$ cat src/design/gmc_pkg.sv
// gmc_pkg: shared types and codes for the gate motion controller.
// Holds the poll and report payload structs, phase enum and status codes.
// No dependencies.
package gmc_pkg;

  // Sequencer phases
  typedef enum logic [2:0] {
    PH_IDLE    = 3'd0,
    PH_DECIDE  = 3'd1,
    PH_OPENING = 3'd2,
    PH_CLOSING = 3'd3,
    PH_STOP    = 3'd4
  } phase_t;

  // Gate status codes
  localparam logic [2:0] GATE_UNKNOWN    = 3'd0;
  localparam logic [2:0] GATE_OPEN       = 3'd1;
  localparam logic [2:0] GATE_OPENING    = 3'd2;
  localparam logic [2:0] GATE_OPEN_STOP  = 3'd3;
  localparam logic [2:0] GATE_SHUT       = 3'd4;
  localparam logic [2:0] GATE_CLOSING    = 3'd5;
  localparam logic [2:0] GATE_CLOSE_STOP = 3'd6;

  // Status LED codes
  localparam logic [1:0] LED_OK     = 2'd0;
  localparam logic [1:0] LED_MOVING = 2'd1;
  localparam logic [1:0] LED_ERROR  = 2'd2;

  // Timeout limit after reset
  localparam logic [7:0] TIMEOUT_LIMIT_RESET = 8'd3;

  // One poll of the controller inputs
  typedef struct packed {
    logic push_button;
    logic open_limit;
    logic closed_limit;
    logic photocell;
    logic remote_start;
    logic timeout_tick;
    logic hold_tick;
  } poll_t;

  // One report of the controller outputs
  typedef struct packed {
    logic       open_out;
    logic       close_out;
    logic [2:0] gate_status;
    logic       error_flag;
    logic [1:0] status_led;
    logic [2:0] controller_phase;
    logic [3:0] status_byte;
  } report_t;

endpackage

$ cat src/design/gmc_if.sv
// gmc_if: valid/ready channel interfaces for polls, reports and configuration.
// Depends on gmc_pkg for the payload types.

interface gmc_poll_if;
  logic           valid;
  logic           ready;
  gmc_pkg::poll_t data;

  modport source (output valid, output data, input ready);
  modport sink   (input valid, input data, output ready);
endinterface

interface gmc_report_if;
  logic             valid;
  logic             ready;
  gmc_pkg::report_t data;

  modport source (output valid, output data, input ready);
  modport sink   (input valid, input data, output ready);
endinterface

interface gmc_cfg_if;
  logic       valid;
  logic       ready;
  logic [7:0] data;

  modport source (output valid, output data, input ready);
  modport sink   (input valid, input data, output ready);
endinterface

$ cat src/design/gate_motion_controller.sv
// Gate motion controller: an accepted poll's report is registered into the output register,
// or into the skid entry while the output waits; throughput is one poll per clock while
// poll ready is high. A two-entry report buffer (output register plus skid) keeps polls
// flowing while a report waits; poll ready drops only when both entries are full.
// Synchronous reset (rst high) returns the sequencer to idle, status unknown, limit 3.
// Depends on gmc_pkg and the channel interfaces in gmc_if.
module gate_motion_controller (
  input  logic clk,
  input  logic rst,
  gmc_poll_if.sink     poll,
  gmc_report_if.source report,
  gmc_cfg_if.sink      cfg
);

  // Controller state
  gmc_pkg::phase_t phase;
  logic [2:0]      gate_code;
  logic            error_bit;
  logic            start_request;
  logic            timeout_bit;
  logic [7:0]      tick_count;
  logic            motion_timer_on;
  logic            hold_timer_on;
  logic            button_enabled;
  logic            last_button;
  logic            open_drive;
  logic            close_drive;
  logic [7:0]      timeout_limit;

  // Next values
  gmc_pkg::phase_t phase_next;
  logic [2:0]      gate_code_next;
  logic            error_bit_next;
  logic            start_request_next;
  logic            timeout_bit_next;
  logic [7:0]      tick_count_next;
  logic            motion_timer_on_next;
  logic            hold_timer_on_next;
  logic            button_enabled_next;
  logic            open_drive_next;
  logic            close_drive_next;

  // Values after ticks and button handling, before the sequencer
  logic       mt_pre;
  logic [7:0] tc_pre;
  logic [7:0] tc_inc;
  logic       to_pre;
  logic       err_pre;
  logic       sr_pre;
  logic [1:0] led;

  // Report buffer
  logic             out_valid;
  gmc_pkg::report_t out_data;
  logic             skid_valid;
  gmc_pkg::report_t skid_data;
  gmc_pkg::report_t res;

  logic accept;
  logic drain;

  assign poll.ready = !skid_valid;
  assign accept     = poll.valid && poll.ready;
  assign drain      = report.ready || !out_valid;
  assign cfg.ready  = 1'b1;
  assign tc_inc     = tick_count + 8'd1;

  // Apply timer ticks, remote start and the start button
  always_comb begin
    mt_pre              = motion_timer_on;
    tc_pre              = tick_count;
    to_pre              = timeout_bit;
    err_pre             = error_bit;
    sr_pre              = start_request;
    hold_timer_on_next  = hold_timer_on;
    button_enabled_next = button_enabled;
    if (poll.data.timeout_tick && motion_timer_on) begin
      mt_pre = 1'b0;
      tc_pre = tc_inc;
      if (tc_inc >= timeout_limit) begin
        tc_pre  = 8'd0;
        to_pre  = 1'b1;
        err_pre = 1'b1;
      end
    end
    if (poll.data.remote_start) begin
      sr_pre = 1'b1;
    end
    if (poll.data.hold_tick && hold_timer_on) begin
      hold_timer_on_next  = 1'b0;
      button_enabled_next = 1'b1;
    end
    if ((poll.data.push_button != last_button) && button_enabled_next) begin
      sr_pre = poll.data.push_button;
      if (poll.data.push_button) begin
        hold_timer_on_next  = 1'b1;
        button_enabled_next = 1'b0;
      end
    end
  end

  // Status LED from values before the sequencer
  always_comb begin
    if (err_pre) begin
      led = gmc_pkg::LED_ERROR;
    end else if (gate_code == gmc_pkg::GATE_OPENING || gate_code == gmc_pkg::GATE_CLOSING) begin
      led = gmc_pkg::LED_MOVING;
    end else begin
      led = gmc_pkg::LED_OK;
    end
  end

  // Sequencer next phase
  always_comb begin
    case (phase)
      gmc_pkg::PH_IDLE: begin
        phase_next = sr_pre ? gmc_pkg::PH_DECIDE : gmc_pkg::PH_IDLE;
      end
      gmc_pkg::PH_DECIDE: begin
        phase_next = (gate_code == gmc_pkg::GATE_SHUT ||
                      gate_code == gmc_pkg::GATE_CLOSE_STOP) ?
                     gmc_pkg::PH_OPENING : gmc_pkg::PH_CLOSING;
      end
      gmc_pkg::PH_OPENING: begin
        phase_next = (!poll.data.open_limit || sr_pre || to_pre) ?
                     gmc_pkg::PH_STOP : gmc_pkg::PH_OPENING;
      end
      gmc_pkg::PH_CLOSING: begin
        phase_next = (poll.data.closed_limit || sr_pre || to_pre || !poll.data.photocell) ?
                     gmc_pkg::PH_STOP : gmc_pkg::PH_CLOSING;
      end
      gmc_pkg::PH_STOP: begin
        phase_next = gmc_pkg::PH_IDLE;
      end
      default: begin
        phase_next = gmc_pkg::PH_IDLE;
      end
    endcase
  end

  // Sequencer outputs: relays, gate status, error, timer
  always_comb begin
    gate_code_next       = gate_code;
    error_bit_next       = err_pre;
    start_request_next   = sr_pre;
    timeout_bit_next     = to_pre;
    tick_count_next      = tc_pre;
    motion_timer_on_next = mt_pre;
    open_drive_next      = open_drive;
    close_drive_next     = close_drive;
    case (phase)
      gmc_pkg::PH_IDLE: begin
        if (!poll.data.open_limit && !poll.data.closed_limit) begin
          gate_code_next = gmc_pkg::GATE_OPEN;
        end else if (poll.data.open_limit && poll.data.closed_limit) begin
          gate_code_next = gmc_pkg::GATE_SHUT;
        end
        // Open and closed at once is a bad limit combination
        if (!poll.data.open_limit && poll.data.closed_limit) begin
          error_bit_next = 1'b1;
        end
        if (sr_pre) begin
          start_request_next = 1'b0;
        end
      end
      gmc_pkg::PH_DECIDE: begin
      end
      gmc_pkg::PH_OPENING: begin
        open_drive_next      = 1'b1;
        close_drive_next     = 1'b0;
        motion_timer_on_next = 1'b1;
        gate_code_next       = gmc_pkg::GATE_OPENING;
        if (!poll.data.open_limit) begin
          error_bit_next = 1'b0;
        end else if (sr_pre || to_pre) begin
          start_request_next = 1'b0;
          timeout_bit_next   = 1'b0;
          gate_code_next     = gmc_pkg::GATE_OPEN_STOP;
        end
      end
      gmc_pkg::PH_CLOSING: begin
        open_drive_next      = 1'b0;
        close_drive_next     = 1'b1;
        motion_timer_on_next = 1'b1;
        gate_code_next       = gmc_pkg::GATE_CLOSING;
        if (poll.data.closed_limit) begin
          error_bit_next = 1'b0;
        end else if (sr_pre || to_pre || !poll.data.photocell) begin
          start_request_next = 1'b0;
          timeout_bit_next   = 1'b0;
          gate_code_next     = gmc_pkg::GATE_CLOSE_STOP;
        end
      end
      gmc_pkg::PH_STOP: begin
        open_drive_next      = 1'b0;
        close_drive_next     = 1'b0;
        motion_timer_on_next = 1'b0;
        tick_count_next      = 8'd0;
      end
      default: begin
      end
    endcase
  end

  // Assemble the report
  always_comb begin
    res.open_out         = open_drive_next;
    res.close_out        = close_drive_next;
    res.gate_status      = gate_code_next;
    res.error_flag       = error_bit_next;
    res.status_led       = led;
    res.controller_phase = phase_next;
    res.status_byte      = {error_bit_next, gate_code_next};
  end

  // Advance the controller state on each accepted poll
  always_ff @(posedge clk) begin
    if (rst) begin
      phase           <= gmc_pkg::PH_IDLE;
      gate_code       <= gmc_pkg::GATE_UNKNOWN;
      error_bit       <= 1'b0;
      start_request   <= 1'b0;
      timeout_bit     <= 1'b0;
      tick_count      <= 8'd0;
      motion_timer_on <= 1'b0;
      hold_timer_on   <= 1'b0;
      button_enabled  <= 1'b1;
      last_button     <= 1'b0;
      open_drive      <= 1'b0;
      close_drive     <= 1'b0;
    end else if (accept) begin
      phase           <= phase_next;
      gate_code       <= gate_code_next;
      error_bit       <= error_bit_next;
      start_request   <= start_request_next;
      timeout_bit     <= timeout_bit_next;
      tick_count      <= tick_count_next;
      motion_timer_on <= motion_timer_on_next;
      hold_timer_on   <= hold_timer_on_next;
      button_enabled  <= button_enabled_next;
      last_button     <= poll.data.push_button;
      open_drive      <= open_drive_next;
      close_drive     <= close_drive_next;
    end
  end

  // Take configuration writes
  always_ff @(posedge clk) begin
    if (rst) begin
      timeout_limit <= gmc_pkg::TIMEOUT_LIMIT_RESET;
    end else if (cfg.valid && cfg.ready) begin
      timeout_limit <= cfg.data;
    end
  end

  // Report buffer control: output register backed by one skid entry
  always_ff @(posedge clk) begin
    if (rst) begin
      out_valid  <= 1'b0;
      skid_valid <= 1'b0;
    end else if (drain) begin
      if (skid_valid) begin
        out_valid  <= 1'b1;
        skid_valid <= 1'b0;
      end else begin
        out_valid <= accept;
      end
    end else if (accept) begin
      skid_valid <= 1'b1;
    end
  end

  // Report buffer payload
  always_ff @(posedge clk) begin
    if (drain) begin
      out_data <= skid_valid ? skid_data : res;
    end else if (accept) begin
      skid_data <= res;
    end
  end

  assign report.valid = out_valid;
  assign report.data  = out_data;

  // Never drive both relays at once
  a_relays_exclusive: assert property (@(posedge clk) disable iff (rst)
    !(open_drive && close_drive))
    else $error("both relays driven");

  // Skid entry only holds a report behind a waiting one
  a_skid_behind_out: assert property (@(posedge clk) disable iff (rst)
    skid_valid |-> out_valid)
    else $error("skid valid without output valid");

  // Button is locked exactly while the hold-off timer runs
  a_button_lock: assert property (@(posedge clk) disable iff (rst)
    hold_timer_on != button_enabled)
    else $error("button lock and hold timer disagree");

  // Stopping returns to idle with timer and count cleared
  a_stop_clears: assert property (@(posedge clk) disable iff (rst)
    (accept && phase == gmc_pkg::PH_STOP) |=>
      (phase == gmc_pkg::PH_IDLE && !motion_timer_on && tick_count == 8'd0 &&
       !open_drive && !close_drive))
    else $error("stop phase did not clear motion state");

  // Relays only change on an accepted poll
  a_relays_hold: assert property (@(posedge clk) disable iff (rst)
    !accept |=> ($stable(open_drive) && $stable(close_drive)))
    else $error("relay drive changed without a poll");

endmodule

$ cat src/flat_wrapper.sv
// flat-port wrapper written by rule: the top's interface ports become plain ports
module gate_motion_controller_flat 
  (clk, rst, poll_valid, poll_data, poll_ready, report_valid, report_data, report_ready, cfg_valid, cfg_data, cfg_ready);
  gmc_poll_if poll_i ();
  gmc_report_if report_i ();
  gmc_cfg_if cfg_i ();
  input  logic clk;
  input  logic rst;
  input wire logic [$bits(poll_i.valid)-1:0] poll_valid;
  input wire logic [$bits(poll_i.data)-1:0] poll_data;
  output wire logic [$bits(poll_i.ready)-1:0] poll_ready;
  output wire logic [$bits(report_i.valid)-1:0] report_valid;
  output wire logic [$bits(report_i.data)-1:0] report_data;
  input wire logic [$bits(report_i.ready)-1:0] report_ready;
  input wire logic [$bits(cfg_i.valid)-1:0] cfg_valid;
  input wire logic [$bits(cfg_i.data)-1:0] cfg_data;
  output wire logic [$bits(cfg_i.ready)-1:0] cfg_ready;
  assign poll_i.valid = poll_valid;
  assign poll_i.data = poll_data;
  assign poll_ready = poll_i.ready;
  assign report_valid = report_i.valid;
  assign report_data = report_i.data;
  assign report_i.ready = report_ready;
  assign cfg_i.valid = cfg_valid;
  assign cfg_i.data = cfg_data;
  assign cfg_ready = cfg_i.ready;
  gate_motion_controller u_core (.clk(clk), .rst(rst), .poll(poll_i), .report(report_i), .cfg(cfg_i));
endmodule
$ cat config.mk
export PLATFORM = sky130hd
export DESIGN_NAME = gate_motion_controller_flat
export DESIGN_NICKNAME = d
export VERILOG_FILES = /design/src/design/gmc_pkg.sv /design/src/design/gmc_if.sv /design/src/design/gate_motion_controller.sv /design/src/flat_wrapper.sv
export SDC_FILE = /design/constraint.sdc
export NUM_CORES = 1
export LEC_CHECK = 0
export ABC_AREA = 1
export BUFFER_PORTS_ARGS = -buffer_cell sky130_fd_sc_hd__buf_2
export CELL_PAD_IN_SITES_DETAIL_PLACEMENT = 0
export CELL_PAD_IN_SITES_GLOBAL_PLACEMENT = 1
export CORE_AREA = 2 2 92 94
export CTS_BUF_LIST = sky130_fd_sc_hd__clkbuf_16
export DETAILED_ROUTE_END_ITERATION = 16
export DIE_AREA = 0 0 94 96
export PLACE_DENSITY_LB_ADDON = 0.1
export SLEW_MARGIN = 20
export SYNTH_ARGS = -nofsm -noshare
export SYNTH_HDL_FRONTEND = slang
export SYNTH_SLANG_ARGS = --single-unit
$ cat constraint.sdc
create_clock -name clk -period 3.1 [get_ports clk]
set_input_delay 0.465 -clock clk [delete_from_list [all_inputs] [get_ports clk]]
set_output_delay 0.465 -clock clk [all_outputs]
set_load 0.005 [all_outputs]
==> implementation parameters, run 1 <==
Parameter                              Value

Synthesis
  Post-synth top cells    80 x sky130_fd_sc_hd__nand2_1, 50 x sky130_fd_sc_hd__inv_1, 34 x sky130_fd_sc_hd__a21oi_1
  Library cell with the highest instance count after synthesis    sky130_fd_sc_hd__nand2_1
  Post-Synthesis Net Count    368
  Count of cell types in the netlist    38
  Synthesized flop and latch total    55
  Mean instance size in the synthesized netlist    8.13 um^2
  Yosys warns    0
  Instance count of the mapped netlist    339
  Dominant synthesized flop cell    sky130_fd_sc_hd__dfxtp_1
  Sequential fraction of the synthesis area    47.9%
  Number of flops mapped to enable cells by yosys    22
  Post-Syn Area    2760 um^2
  Proportion of synthesized flip-flops having asynchronous set or reset    0%
  Library cell occupying the most area in the post-synthesis netlist    sky130_fd_sc_hd__dfxtp_1
  Synth top area cells    sky130_fd_sc_hd__dfxtp_1 24%, sky130_fd_sc_hd__edfxtp_1 24%, sky130_fd_sc_hd__nand2_1 11%
  Post-synth top area share    24.0%

Detailed routing
  Avg WL per Cell    12.5 um
  Via count    2181
  Number of design-rule violations left by the first detailed-router iteration    83
  Detailed Routing Iterations Pass 1    4
  Detailed-route DRC error count    0
  Total wirelength of the detailed-routed design    5.99 mm
  Routed via count divided by cell count    4.55
  Antenna viol nets, final    0

Floorplan
  Die area    9020 um^2
  Initial standard-cell utilization of the core    34.2%
  DIE HEIGHT    96 um
  Core Box Area    8050 um^2
  Count of boundary I/O pins    38
  Row count    33
  Horizontal extent of the die    94 um

STA
  Setup repair after global routing missed its margin    no
  Setup TNS Final    0 ps
  Clock tree skew after final layout    8.50 ps
  Max frequency    0.366 GHz
  Final worst path period need    2730 ps
  Final critical-path share of the clock period    88.2%
  Fin. Hold Viols    0
  Final Max Slew Viols    0
  Final-report setup violation count    0

Power
  Switching share of total power    24.3%
  Final Total Pwr    1.80 mW
  Worst supply voltage drop on vdd    0.262 mV
  Internal power    1.36 mW
  Logic gate share of total power    13.6%
  Proportion of power drawn by flip-flops and latches    46.2%
  Switching power total    437 uW
  Proportion of power drawn by the clock network    40.2%
  Leakage power    1.51 nW
  PwrDens    560 nW/um^2

Global route
  Wire length of the first global-routing pass    10.0 mm
  Final global-route overflow total    0
  GRT Overall Usage    14.4%
  Maximum number of pins on one net before global-route repair    23
  Via count of the first global-routing pass    2074
  Initial antenna violation count    0

Clocking
  Buffer depth of the longest clock path    2
  Total number of H-tree levels    2
  Number of buffers inserted for hold repair after clock tree synthesis    0
  CTS tree    done
  Number of buffers inserted during clock tree synthesis    5
  Register clock-pin slew on the reported worst setup and hold paths    70 ps
  Root buffer cell    sky130_fd_sc_hd__clkbuf_16
  Quantity of gates resized following cts    0
  TritonCTS Sinks    55
  Number of buffers inserted to repair setup after CTS    0
  Clock network latency to the later pin of the worst-skew pair    290 ps

Finish
  Final-layout fill cell count    853
  Antenna diode count    0
  Area growth syn-to-layout    16.5%
  Post-route core utilization    39.9%
  Share of layout cells above drive strength 1    17.6%
  Final net count    402
  Post-route standard cell area excluding fillers    3210 um^2

Setup path
  Element type at the critical path end    flip-flop
  Crit start category    flip-flop
  CP Max Fanout    5
  Worst setup slack for register-to-register paths    370 ps
  Data arrival at the endpoint of the critical path    2770 ps
  Critical path start-end classification    flip-flop to flip-flop
  Depth of the most critical reg-to-reg path    13
  Worst Path Required    3140 ps

Placement
  Cell area after placement    3020 um^2
  Final HPWL from detailed placement    4.43 mm
  Weighted congestion reported at the end of routability-driven placement    0.786
  Count of input and output buffers    36

Hold path
  Hold depth    3
  Kind of path behind the tightest hold check    input pin to flip-flop

Status
  Run status    finished, final reports clean

Flow run
  Number of max-cap violations    0
-- worst max-delay path: stages (launching register included) --
cell and delay, ps:
sky130_fd_sc_hd__dfxtp_1 410, sky130_fd_sc_hd__nand3_1 130, sky130_fd_sc_hd__nand3b_1 210, sky130_fd_sc_hd__nand3b_1 190
sky130_fd_sc_hd__xor2_1 150, sky130_fd_sc_hd__inv_1 80, sky130_fd_sc_hd__ha_1 290, sky130_fd_sc_hd__a21oi_1 150
sky130_fd_sc_hd__o21a_1 140, sky130_fd_sc_hd__nand2_2 90, sky130_fd_sc_hd__a21oi_1 280, sky130_fd_sc_hd__o31ai_1 130
sky130_fd_sc_hd__nand2_1 150, sky130_fd_sc_hd__o21ai_0 90
-- path summary, 6_finish.rpt --
path / from / to
setup / recovery: u_core.tick_count[0] / u_core.report.data[3]
hold / removal: cfg_data[0] / u_core.timeout_limit[0]
setup reg to reg: u_core.tick_count[0] / u_core.report.data[3]
hold reg to reg: u_core.motion_timer_on / u_core.motion_timer_on
-- sequential cells by signal, summed over array words and instances (netlist names), 3 cells and up --
name and flops:
u_core.gate_code 3, u_core.phase 3, u_core.report.data 11, u_core.skid_data 11
u_core.tick_count 8, u_core.timeout_limit 8
-- cells in the final DEF, fill, tap and decap left out, types with 6 or more instances in the layout --
cell type / instances
sky130_fd_sc_hd__nor2_1: 22
sky130_fd_sc_hd__inv_1: 50
sky130_fd_sc_hd__xor2_1: 6
sky130_fd_sc_hd__dfxtp_1: 33
sky130_fd_sc_hd__nand3_1: 11
sky130_fd_sc_hd__edfxtp_1: 22
sky130_fd_sc_hd__ha_1: 9
sky130_fd_sc_hd__buf_2: 36
sky130_fd_sc_hd__nand2_1: 80
sky130_fd_sc_hd__o21ai_0: 22
sky130_fd_sc_hd__a21oi_1: 34
-- cell type report --
type | count | area (um^2) | share of cell area [%]
flip-flops and latches | 55 | 1320 | 41.1
multi-input cells | 216 | 1150 | 35.7
repair buffers | 40 | 210 | 6.54
inverters | 55 | 209 | 6.51
well taps | 105 | 131 | 4.09
clock buffers | 5 | 125 | 3.90
clock inverters | 3 | 67.6 | 2.10
-- layer usage --
layer	wire length (um)	GRT usage, %	vias up	part of all wire [%]
met5	0	0	-	0
li1	-	-	1157	-
met2	2520	22.0	47	42
met3	239	2.66	4	4.0
met4	51	3.26	0	0.85
met1	3180	21.1	973	53
-- logic make-up after synthesis --
logic type,share of synthesized area (%)
simple gates,21.3
buf+inv,10.4
fa+ha+maj,4.09
compound gates,14.2
flops,47.9
xor+xnor,1.91
other cells,0.136
-- metrics by stage --
step                std cells  hold slack (ps)  setup WS (ps)
finish                    479              384            366
global route              479              395           84.9
CTS                       479              385            349
detailed placement        471              455            375
global placement          471              455            443
floorplan                 339              435            669
-- power by group through the flow --
stage / logic, mW / clock network (mW) / registers [mW]
6_report: 0.244 / 0.723 / 0.831
5_1_grt: 0.284 / 0.769 / 0.838
4_1_cts: 0.247 / 0.745 / 0.832
3_5_place_dp: 0.246 / 0 / 0.849
3_3_place_gp: 0.247 / 0 / 0.848
2_1_floorplan: 0.165 / 0 / 0.849
Power figures use the tool's default switching activity.
==> inputs of run 2 (changes only) <==
--- a/config.mk
+++ b/config.mk
@@ -6,13 +6,13 @@
 export NUM_CORES = 1
 export LEC_CHECK = 0
 export ABC_AREA = 1
-export BUFFER_PORTS_ARGS = -buffer_cell sky130_fd_sc_hd__buf_2
 export CELL_PAD_IN_SITES_DETAIL_PLACEMENT = 0
 export CELL_PAD_IN_SITES_GLOBAL_PLACEMENT = 1
 export CORE_AREA = 2 2 92 94
 export CTS_BUF_LIST = sky130_fd_sc_hd__clkbuf_16
 export DETAILED_ROUTE_END_ITERATION = 16
 export DIE_AREA = 0 0 94 96
+export DONT_BUFFER_PORTS = 1
 export PLACE_DENSITY_LB_ADDON = 0.1
 export SLEW_MARGIN = 20
 export SYNTH_ARGS = -nofsm -noshare
==> run 2 against run 1 <==
Effect of this change: setup slack worse by 74 ps; critical path depth stayed put; combinational power shrank 22%; power shrank 11%; largest cell class unchanged; final cell count decreased by 7.5%; hold slack lost 150 ps; critical path type unchanged; global-route usage decreased by 0.37 points; maximum frequency decreased by 2.6%; clock skew fell by 3.4 ps; sequential power rose by 1%.
==> implementation parameters, run 2 (synthesis gave the netlist of run 1 again) <==
Parameter                              Value

Hold path
  Kind of path behind the tightest hold check    input pin to flip-flop

Finish
  Most frequent cells in the layout    80 x sky130_fd_sc_hd__nand2_1, 50 x sky130_fd_sc_hd__inv_1, 34 x sky130_fd_sc_hd__a21oi_1, 33 x sky130_fd_sc_hd__dfxtp_1
  Antenna diode count    0 (unchanged)
  Share of layout cells above drive strength 1    8.88% (-8.8 points)
  Final-layout fill cell count    866 (+1.5%)
  Post-route core utilization    37.1% (-2.8 points)
  Area growth syn-to-layout    8.44%
  Most common cell after layout, fill and taps aside    sky130_fd_sc_hd__nand2_1
  Post-route standard cell area excluding fillers    2990 um^2 (-6.9%)
  Final net count    366 (-9.0%)
  Non-filler cells, final    443 (-7.5%)

STA
  Final setup slack of the worst path    292 ps (-73.9 ps)
  Max frequency    0.356 GHz (-2.6%)
  Final-layout worst hold slack    236 ps (-147 ps)
  Final worst path period need    2810 ps (+73.9 ps)
  Final-report setup violation count    0 (unchanged)
  Final critical-path share of the clock period    90.6% (+2.4 points)
  Final Max Slew Viols    0 (unchanged)
  Fin. Hold Viols    0 (unchanged)
  Setup repair after global routing missed its margin    no
  Clock tree skew after final layout    5.14 ps (-3.36 ps)
  Setup TNS Final    0 ps (unchanged)

Global route
  GRT Overall Usage    14.0% (-0.37 points)
  Final global-route overflow total    0 (unchanged)
  Via count of the first global-routing pass    1946 (-6.2%)
  Wire length of the first global-routing pass    9.76 mm (-2.9%)
  Maximum number of pins on one net before global-route repair    23 (unchanged)
  Initial antenna violation count    0 (unchanged)

Placement
  Final HPWL from detailed placement    4.36 mm (-1.5%)
  Placement Setup Slack    257 ps (-118 ps)
  Weighted congestion reported at the end of routability-driven placement    0.830 (+5.7%)
  Cells after DPL    435 (-7.6%)
  Count of input and output buffers    0 (-100%)
  Cell area after placement    2840 um^2 (-6.0%)

Setup path
  Data arrival at the endpoint of the critical path    2840 ps (+70 ps)
  CP Max Fanout    5 (unchanged)
  Crit start category    flip-flop
  Worst Path Required    3130 ps (about the same)
  Critical path start-end classification    flip-flop to flip-flop
  Element type at the critical path end    flip-flop

Floorplan
  Initial standard-cell utilization of the core    34.2% (unchanged)
  Row count    33 (unchanged)
  DIE HEIGHT    96 um (unchanged)
  Horizontal extent of the die    94 um (unchanged)
  Die area    9020 um^2 (unchanged)
  Count of boundary I/O pins    38 (unchanged)
  Core Box Area    8050 um^2 (unchanged)

Clocking
  Register clock-pin slew on the reported worst setup and hold paths    70 ps (about the same)
  Number of buffers inserted for hold repair after clock tree synthesis    0 (unchanged)
  CTS tree    done
  Number of buffers inserted to repair setup after CTS    0 (unchanged)
  Root buffer cell    sky130_fd_sc_hd__clkbuf_16
  Total number of H-tree levels    2 (unchanged)
  Buffer depth of the longest clock path    2 (unchanged)
  TritonCTS Sinks    55 (unchanged)
  Quantity of gates resized following cts    0 (unchanged)
  Number of buffers inserted during clock tree synthesis    5 (unchanged)
  Clock network latency to the later pin of the worst-skew pair    290 ps (about the same)

Detailed routing
  Detailed-route DRC error count    0 (unchanged)
  Antenna viol nets, final    0 (unchanged)
  Detailed Routing Iterations Pass 1    4 (unchanged)
  Number of design-rule violations left by the first detailed-router iteration    88 (+6.0%)
  Avg WL per Cell    13.3 um (+6.2%)
  Routed via count divided by cell count    4.58 (+0.49%)
  Via count    2027 (-7.1%)
  Total wirelength of the detailed-routed design    5.88 mm (-1.8%)

Flow run
  Number of max-cap violations    0 (unchanged)

Power
  Worst supply voltage drop on vdd    0.231 mV (-12%)
  Final Total Pwr    1.60 mW (-11%)
  Leakage power    1.34 nW (-11%)
  PwrDens    534 nW/um^2 (-4.6%)

Status
  Run status    finished, final reports clean
[run 2: cell type report]
class | instances | area (um^2) | area share (%)
sequential | 55 | 1320 | 44.2
multi-input combinational | 216 | 1150 | 38.4
inverter | 55 | 209 | 6.99
tap | 105 | 131 | 4.40
clock buffer | 5 | 125 | 4.19
timing repair buffer | 4 | 30.0 | 1.00
clock inverter | 3 | 25.0 | 0.837
[run 2: worst paths after layout]
path | start | endpoint | slack [ps] | depth (start not counted)
setup / recovery | u_core.tick_count[0] | u_core.report.data[3] | 290 | 13
hold / removal | rst | u_core.hold_timer_on | 240 | 1
setup reg to reg | u_core.tick_count[0] | u_core.report.data[3] | 290 | 13
hold reg to reg | u_core.hold_timer_on | u_core.hold_timer_on | 460 | 2
[run 2: metal layers]
layer  share of wire, %  up-vias  GRT usage, %
li1                   -     1084             -
met1                 54      905          19.9
met2                 42       36          21.2
met3                3.6        2          3.68
met4               0.61        0          3.74
met5                  0        -             0
[run 2: report_power, final]
part | switching, mW | total (mW) | internal, mW
clock network | 0.265 | 0.567 | 0.303
logic | 0.130 | 0.190 | 0.0600
registers | 0.0286 | 0.840 | 0.812
[run 2: worst max-delay path, cell delays in order (launching register included)]
cell and delay [ps]:
sky130_fd_sc_hd__dfxtp_1 400, sky130_fd_sc_hd__nand3_1 130, sky130_fd_sc_hd__nand3b_1 210, sky130_fd_sc_hd__nand3b_1 200, sky130_fd_sc_hd__xor2_1 150, sky130_fd_sc_hd__inv_1 70
sky130_fd_sc_hd__ha_1 290, sky130_fd_sc_hd__a21oi_1 150, sky130_fd_sc_hd__o21a_1 150, sky130_fd_sc_hd__nand2_2 90, sky130_fd_sc_hd__a21oi_1 310, sky130_fd_sc_hd__o31ai_1 150
sky130_fd_sc_hd__nand2_1 140, sky130_fd_sc_hd__o21ai_0 100
==> inputs of run 3 (changes only) <==
--- a/config.mk
+++ b/config.mk
@@ -13,7 +13,7 @@
 export DETAILED_ROUTE_END_ITERATION = 16
 export DIE_AREA = 0 0 94 96
 export DONT_BUFFER_PORTS = 1
-export PLACE_DENSITY_LB_ADDON = 0.1
+export PLACE_DENSITY = 0.57
 export SLEW_MARGIN = 20
 export SYNTH_ARGS = -nofsm -noshare
 export SYNTH_HDL_FRONTEND = slang
==> run 3 against run 2 <==
Effect of this change: hold slack got worse by 4.7 ps; global-route usage increased by 0.56 points; register-to-register slack better by 40 ps; clock power grew 1%; via count decreased by 0.44%; power up 0.43%; setup slack better by 43 ps; maximum frequency increased by 1.6%; wire length is 0.56% higher; cell area stayed put.
==> implementation parameters, run 3 (synthesis gave the netlist of run 1 again) <==
Parameter                              Value

Finish
  Antenna diode count    0 (unchanged)
  Most frequent cells in the layout    80 x sky130_fd_sc_hd__nand2_1, 50 x sky130_fd_sc_hd__inv_1, 34 x sky130_fd_sc_hd__a21oi_1, 33 x sky130_fd_sc_hd__dfxtp_1
  Share of layout cells above drive strength 1    8.88% (unchanged)
  Final net count    366 (unchanged)
  Post-route core utilization    37.1% (unchanged)
  Area growth syn-to-layout    8.44% (unchanged)
  Non-filler cells, final    443 (unchanged)
  Most common cell after layout, fill and taps aside    sky130_fd_sc_hd__nand2_1
  Final-layout fill cell count    861 (-0.58%)

Clocking
  TritonCTS Sinks    55 (unchanged)
  Clock network latency to the later pin of the worst-skew pair    290 ps (about the same)
  Number of buffers inserted during clock tree synthesis    5 (unchanged)
  Buffer depth of the longest clock path    2 (unchanged)
  Number of buffers inserted to repair setup after CTS    0 (unchanged)
  Root buffer cell    sky130_fd_sc_hd__clkbuf_16
  Register clock-pin slew on the reported worst setup and hold paths    70 ps (about the same)
  CTS tree    done
  Quantity of gates resized following cts    0 (unchanged)
  Number of buffers inserted for hold repair after clock tree synthesis    0 (unchanged)
  Total number of H-tree levels    2 (unchanged)

Power
  Final Total Pwr    1.60 mW (+0.43%)
  Worst supply voltage drop on vdd    0.256 mV (+11%)
  PwrDens    537 nW/um^2 (+0.43%)
  Leakage power    1.34 nW (about the same)

Floorplan
  Horizontal extent of the die    94 um (unchanged)
  Die area    9020 um^2 (unchanged)
  Count of boundary I/O pins    38 (unchanged)
  Initial standard-cell utilization of the core    34.2% (unchanged)
  Row count    33 (unchanged)
  DIE HEIGHT    96 um (unchanged)
  Core Box Area    8050 um^2 (unchanged)

Setup path
  Critical path start-end classification    flip-flop to flip-flop
  Data arrival at the endpoint of the critical path    2820 ps (-20 ps)
  Element type at the critical path end    flip-flop
  Family with the most delay on the worst path    simple AND/OR/NAND/NOR gates
  Standard cell with the maximum stage delay on the critical path    sky130_fd_sc_hd__dfxtp_1
  Crit start category    flip-flop
  CP Max Fanout    5 (unchanged)
  Ordered list of cells on the worst path    nand3_1 > nand3b_1 > nand3b_1 > xor2_1 > inv_1 > ha_1 > a21oi_1 > o21a_1 > nand2_2 > nand2_1 > nand3_2 > nor2_1 > nand2_1 > nand2_1 > nand2_1 > nand2_1 > nand2_1
  Peak per-stage delay on the critical path    410 ps (about the same)
  Dominant cell type by count on the critical path    sky130_fd_sc_hd__nand2_1
  Worst Path Required    3160 ps (+30 ps)
  Worst setup slack for register-to-register paths    340 ps (+40 ps)
  Buffering stage count on the worst path with inverters included    1 (unchanged)

STA
  Clock tree skew after final layout    7.30 ps (+2.16 ps)
  Final critical-path share of the clock period    89.2% (-1.4 points)
  Setup TNS Final    0 ps (unchanged)
  Final-report setup violation count    0 (unchanged)
  Final worst path period need    2760 ps (-43.5 ps)
  Final setup slack of the worst path    336 ps (+43.5 ps)
  Final Max Slew Viols    0 (unchanged)
  Setup repair after global routing missed its margin    no
  Max frequency    0.362 GHz (+1.6%)
  Fin. Hold Viols    0 (unchanged)

Global route
  Via count of the first global-routing pass    2012 (+3.4%)
  Maximum number of pins on one net before global-route repair    23 (unchanged)
  Wire length of the first global-routing pass    10.2 mm (+4.6%)
  GRT Overall Usage    14.6% (+0.56 points)
  Final global-route overflow total    0 (unchanged)
  Initial antenna violation count    0 (unchanged)

Placement
  Count of input and output buffers    0 (unchanged)
  Cells after DPL    435 (unchanged)
  Weighted congestion reported at the end of routability-driven placement    0.849 (+2.3%)
  Final HPWL from detailed placement    4.41 mm (+1.2%)
  Placement Setup Slack    353 ps (+96.6 ps)

Detailed routing
  Detailed Routing Iterations Pass 1    4 (unchanged)
  Number of design-rule violations left by the first detailed-router iteration    68 (-23%)
  Antenna viol nets, final    0 (unchanged)
  Via count    2018 (-0.44%)
  Avg WL per Cell    13.3 um (+0.56%)
  Routed via count divided by cell count    4.56 (-0.44%)
  Total wirelength of the detailed-routed design    5.91 mm (+0.56%)
  Detailed-route DRC error count    0 (unchanged)

Hold path
  Kind of path behind the tightest hold check    input pin to flip-flop

Flow run
  Number of max-cap violations    0 (unchanged)

Status
  Run status    finished, final reports clean
[run 3: cell counts in the layout (fill, tap and decap cells not counted)]
No cell type changed its count.
[run 3: worst register-to-register path: cells and delay by family, from the launching register on]
family / cells / cell delay [ps]
xor+xnor: 1 / 140
flops: 1 / 410
simple gates: 12 / 1320
fa+ha+maj: 1 / 290
compound gates: 2 / 310
buf+inv: 1 / 70
[run 3: path summary, 6_finish.rpt]
| path | start | endpoint | cells after the start |
|---|---|---|---|
| max | u_core.tick_count[0] | u_core.report.data[6] | 17 |
| min reg2reg | u_core.hold_timer_on | u_core.hold_timer_on | 2 |
| max reg2reg | u_core.tick_count[0] | u_core.report.data[6] | 17 |
| min | rst | u_core.hold_timer_on | 1 |
[run 3: layout make-up]
type,instances,area [um^2],share of cell area (%)
Inverter,55,209,6.99
Tap cell,105,131,4.40
Multi-Input combinational cell,216,1150,38.4
Timing Repair Buffer,4,30.0,1.00
Clock buffer,5,125,4.19
Sequential cell,55,1320,44.2
Clock inverter,3,25.0,0.837
[run 3: per-layer routing]
| metal | track usage, % | part of all wire (%) | vias up |
|---|---|---|---|
| met1 | 20.7 | 53 | 891 |
| met4 | 3.86 | 0.78 | 0 |
| met5 | 0 | 0 | - |
| met3 | 3.92 | 4.4 | 4 |
| met2 | 22.0 | 42 | 41 |
| li1 | - | - | 1082 |
[run 3: metrics by stage]
stage               hold WS (ps)  instance area [um^2]
floorplan                    435                  2760
global placement             446                  2840
detailed placement           451                  2840
CTS                          224                  2990
global route                 218                  2990
finish                       232                  2990
[run 3: power breakdown]
part | total (mW) | switching (mW) | internal [mW]
clock network | 0.575 | 0.272 | 0.303
logic | 0.190 | 0.130 | 0.0606
registers | 0.840 | 0.0282 | 0.811
